==> src/rtl/assert_macros.svh <==
// assertion macros used by the top level of the moving-sum filter bank
// depends on nothing; taken in by `include where assertions are written
`ifndef ASSERT_MACROS_SVH
`define ASSERT_MACROS_SVH

// clocked assertion that is switched off while reset is high
`define MCMS_ASSERT(label, clk, rst, prop, msg) \
   label: assert property (@(posedge clk) disable iff (rst) prop) else $error(msg);

// clocked assertion that also holds while reset is high
`define MCMS_ASSERT_ALWAYS(label, clk, prop, msg) \
   label: assert property (@(posedge clk) prop) else $error(msg);

`endif

==> src/rtl/mcms_ram.sv <==
// generic simple dual-port ram: one write port, one read port, registered read
// depends on nothing
module mcms_ram #(
   parameter int WIDTH = 8,
   parameter int DEPTH = 16
) (
   input  logic                                       clock,
   input  logic                                       wr_en,
   input  logic [(DEPTH > 1 ? $clog2(DEPTH) : 1)-1:0] wr_addr,
   input  logic [WIDTH-1:0]                           wr_data,
   input  logic                                       rd_en,
   input  logic [(DEPTH > 1 ? $clog2(DEPTH) : 1)-1:0] rd_addr,
   output logic [WIDTH-1:0]                           rd_data
);

   logic [WIDTH-1:0] mem [DEPTH];
   logic [WIDTH-1:0] rd_data_ff;

   // write port
   always_ff @(posedge clock) begin
      if (wr_en) begin
         mem[wr_addr] <= wr_data;
      end
   end

   // read port, old data on a same-address write
   always_ff @(posedge clock) begin
      if (rd_en) begin
         rd_data_ff <= mem[rd_addr];
      end
   end

   assign rd_data = rd_data_ff;

endmodule

==> config.mk <==
export PLATFORM = sky130hd
export DESIGN_NAME = mcms_ram
export DESIGN_NICKNAME = d
export VERILOG_FILES = /design/src/rtl/assert_macros.svh /design/src/rtl/mcms_ram.sv
export SDC_FILE = /design/constraint.sdc
export NUM_CORES = 1
export LEC_CHECK = 0
export BUFFER_PORTS_ARGS = -buffer_cell sky130_fd_sc_hd__buf_2
export CAP_MARGIN = 0
export CORE_ASPECT_RATIO = 0.7
export CORE_MARGIN = 4
export CORE_UTILIZATION = 46
export DETAILED_ROUTE_END_ITERATION = 6
export GPL_TIMING_DRIVEN = 0
export MAX_ROUTING_LAYER = met4
export PLACE_DENSITY = 0.71
export REMOVE_ABC_BUFFERS = 1
export SETUP_SLACK_MARGIN = 0.05
export SLEW_MARGIN = 20
export SYNTH_ARGS = -nofsm -noshare
export SYNTH_HDL_FRONTEND = slang
export SYNTH_SLANG_ARGS = --single-unit
==> constraint.sdc <==
create_clock -name clock -period 4.6 [get_ports clock]
set_input_delay 0.46 -clock clock [delete_from_list [all_inputs] [get_ports clock]]
set_output_delay 0.46 -clock clock [all_outputs]
set_load 0.02 [all_outputs]
# Yosys cells after proc, flatten, opt, wreduce, memory -nomap -nowiden

Memory sizes are Yosys's and may differ from the RTL's. A register that Yosys moved wholly into a read port is not among the register bits.
Index checks and enable logic that the tools add are counted.

Multiplexer cells: 2

Operator list:

| cell              | count |
|---|---|
| two-way mux 1 bit | 2 |

Register bits: 0
Memory bits (writable): 128
Bits of input ports: 19
Output and inout bits: 8
Memories: 1

Memories:

| name | depth | bits a word | rd ports | clocked after memory_dff | wr ports | line           | RTL |
|---|---|---|---|---|---|---|---|
| mem  | 16    | 8           | 1        | 1                        | 1        | mcms_ram.sv:16 | `logic [WIDTH-1:0] mem [DEPTH];` |

# Logic depth before layout (Yosys ltp)

Depth in word-level cells: 2
Depth in mapped cells: 5
Gate-level depth less buffers: 3

# Worst setup path after synthesis

No wires, ideal clock.

Path type: input to register
From: in wr_addr[2] in the netlist's numbering
To: mem mem[0][0], enable pin
Setup time: 383 ps
Arrival: 1570 ps
Required time: 4217 ps
Path slack: 2647 ps
Cell stages on the path: 2
Cell sequence: or3b_2 -> nor3_1

RTL lines:

| item            | line           | RTL |
|---|---|---|
| start, declared | mcms_ram.sv:9  | `input logic [(DEPTH > 1 ? $clog2(DEPTH) : 1)-1:0] wr_addr,` |
| end, declared   | mcms_ram.sv:16 |  |

Straight into the memory's write port.

==> impl_metrics.env <==
export IMPL_status="complete, no violations"
export IMPL_placed_cell_area_um2=5498
export IMPL_report_final_slew_viol_count=0
export IMPL_synth_area_per_cell_um2=22.83
export IMPL_cp_top_family="multiplexers"
export IMPL_finalWeightedCongestion=0.7686
export IMPL_final_net_count=285
export IMPL_post_synth_and_or_nand_nor_area_fraction_pct=3.135
export IMPL_synthToLayoutAreaGrowth_pct=17.35
export IMPL_synth_mux_area_share_pct=14.79
export IMPL_pin_count_of_the_biggest_net_entering_global_routing=33
export IMPL_ctsHoldBuffers=0
export IMPL_grt_antenna_before_repair=0
export IMPL_detailedRoute_firstPassIterationCount=4
export IMPL_seq_area_frac_synth_pct=78.12
export IMPL_setup_tns_ns=0
export IMPL_cts_max_level=4
export IMPL_fp_dieArea_um2=13160
export IMPL_numCtsBuffers=17
export IMPL_synth_largest_area_cell="edfxtp_1"
export IMPL_cp_cell_sequence="buf_4 > mux4_1 > a22oi_1 > nand2_1"
export IMPL_cpMaxStageDelayCell="mux4_1"
export IMPL_fin_skew_ns=0.01127
export IMPL_post_synth_main_area_contributors="edfxtp_1 78%, mux4_2 7.8%, mux4_1 7.0%"
export IMPL_antenna_cells=0
export IMPL_via_count_of_the_first_global_routing_pass=2481
export IMPL_final_cell_count_no_fill=432
export IMPL_grt_first_pass_wirelength_um=14960
export IMPL_placedCellCount=400
export IMPL_worst_pin_slew_ns=0.9363
export IMPL_crit_buf_inv=1
export IMPL_drive_gt1_share_pct=29.03
export IMPL_hold_viol_final=0
export IMPL_clockBufferDepth=2
export IMPL_worst_ep_arrival_time_ns=2.00
export IMPL_achievable_frequency_ghz=0.5361
export IMPL_hold_ws_ns=0.3697
export IMPL_top_level_ports=27
export IMPL_synth_compound_area_share_pct=2.298
export IMPL_antenna_left=0
export IMPL_initialDrtViolationCount=218
export IMPL_cts_repair_resize_count=0
export IMPL_clock_sink_count=136
export IMPL_clk_transition_reported_paths_ns=0.06
export IMPL_grt_setup_unrepaired="no"
export IMPL_groute_usage_overall_pct=16.76
export IMPL_yosys_area_share_xor_xnor_pct=0
export IMPL_die_width_um=135.4
export IMPL_syn_instance_count=229
export IMPL_postCtsSetupBuffers=0
export IMPL_die_h_um=97.19
export IMPL_buffers_added_on_ports=26
export IMPL_number_of_flip_flops_and_latches_in_the_synthesized_netlist=136
export IMPL_post_route_min_period_ns=1.865
export IMPL_avgViaCountPerCell=5.606
export IMPL_fin_crit_sh_pct=40.55
export IMPL_irDropWorstVdd_mv=0.4299
export IMPL_layout_core_utilization_pct=55.51
export IMPL_crit_type="primary input to flop"
export IMPL_maxSlewHeadroom_pct=37.35
export IMPL_setup_violations=0
export IMPL_cts_root_buf="clkbuf_16"
export IMPL_worst_skew_pair_late_latency_ns=0.41
export IMPL_syn_area_um2=5228
export IMPL_yosysWarnings=0
export IMPL_route_detailed_wl_per_inst_um=22.77
export IMPL_synth_top_family_by_area="multiplexers"
export IMPL_start_util_pct=47.31
export IMPL_crit_path_max_incr_delay_ns=0.66
export IMPL_netlist_cell_type_count=18
export IMPL_core_area_um2=11050
export IMPL_synth_area_in_adders_pct=0
export IMPL_grt_remaining_overflow=0
export IMPL_final_design_area_no_fill_um2=6135
export IMPL_timing_critical_path_to_type="flop"
export IMPL_worst_endpoint_required_ns=4.74
export IMPL_power_static_leakage_uw=0.002029
export IMPL_path_max_fanout=32
export IMPL_pwr_density_cell_nw_per_um2=484.5
export IMPL_synth_top_cell_area_share_pct=78.12
export IMPL_placementRows=32
export IMPL_timing_hold_worst_class="primary input to flop"
export IMPL_remaining_drc_errors=0
export IMPL_worstSetupStartpointType="primary input"
export IMPL_total_via_count_in_the_routed_design=2422
export IMPL_detailed_place_hpwl_um=6075
export IMPL_max_cap_viol_count=0
export IMPL_totalWireLength_um=9835
export IMPL_cts_tree="yes"
-- stage by stage --
stage	power [uW]	worst slack (ns)
after global placement	1552	1.959
after detailed placement	1559	1.924
after CTS	2996	2.366
after floorplan	1491	2.647
final	2972	2.735
after global routing	3067	2.637
-- worst reg2reg max path, stage by stage (launching register included) --
cell	delay, ns
edfxtp_1	0.35
mux4_1	0.50
a22oi_1	0.25
nand2_1	0.16
-- power by group --
group | switching [uW] | leakage, uW | internal (uW)
clock network | 485 | 0.000303 | 954
registers | 5.57 | 0.00124 | 1400
logic | 81.2 | 0.000489 | 48.8
total | 572 | 0.00203 | 2400
-- routing by layer --
| layer | share of wire [%] | global-route usage [%] |
|---|---|---|
| met5 | 0 | - |
| met1 | 44 | 23.79 |
| met2 | 46 | 22.29 |
| met4 | 1.2 | 7.668 |
| met3 | 8.1 | 5.176 |
-- worst paths after layout --
check,end,slack [ns],cells after the start,from
setup reg to reg,rd_data[5],3.07,3,mem[9][5]
setup / recovery,rd_data[2],2.73,4,rd_addr[0]
hold reg to reg,rd_data[1],0.77,3,mem[0][1]
hold / removal,rd_data[6],0.37,1,rd_en
-- cells in the final DEF, fill, tap and decap left out --
cell,netlist,final
and2b_1,1,1
clkbuf_1,0,1
a22oi_1,16,16
nand2_1,9,9
buf_2,3,25
clkinvlp_4,0,3
or3b_2,1,1
and2_1,1,1
bufinv_16,0,5
nand2b_1,2,2
nand3b_1,2,2
mux4_1,14,14
nand3_1,1,1
clkinv_2,0,4
mux4_2,18,18
nor3_2,0,4
buf_4,1,3
clkinv_1,0,1
clkinv_4,0,1
clkbuf_16,0,17
edfxtp_1,136,136
nor2_1,13,13
nor2b_1,1,1
-- cell type report --
cell class,instances,area [um2]
repair buffers,28,147.6
clock inverters,14,205.2
well taps,153,191.4
multi-input cells,83,1077
fillers,835,4916
flip-flops and latches,136,4084
clock buffers,18,429.2
-- cell usage after synthesis --
master,instances
buf_6,3
nand3_1,1
a22oi_1,16
nand3b_1,2
nor2_1,13
or3b_2,1
edfxtp_1,136
nand2b_1,2
clkdlybuf4s25_2,3
nor3_1,4
mux4_1,14
buf_2,3
and2_1,1
mux4_2,18
buf_4,1
and2b_1,1
nor2b_1,1
nand2_1,9
-- kinds of logic after synthesis --
group | after synthesis
muxes | 32
and+or+nand+nor | 35
buffers and inverters | 10
AOI/OAI and AO/OA | 16
DFF | 136
-- sequential cells by signal (all words and copies together), names as in the netlist --
name and cells:
rd_data 8, mem 128
Power figures use the tool's default switching activity.
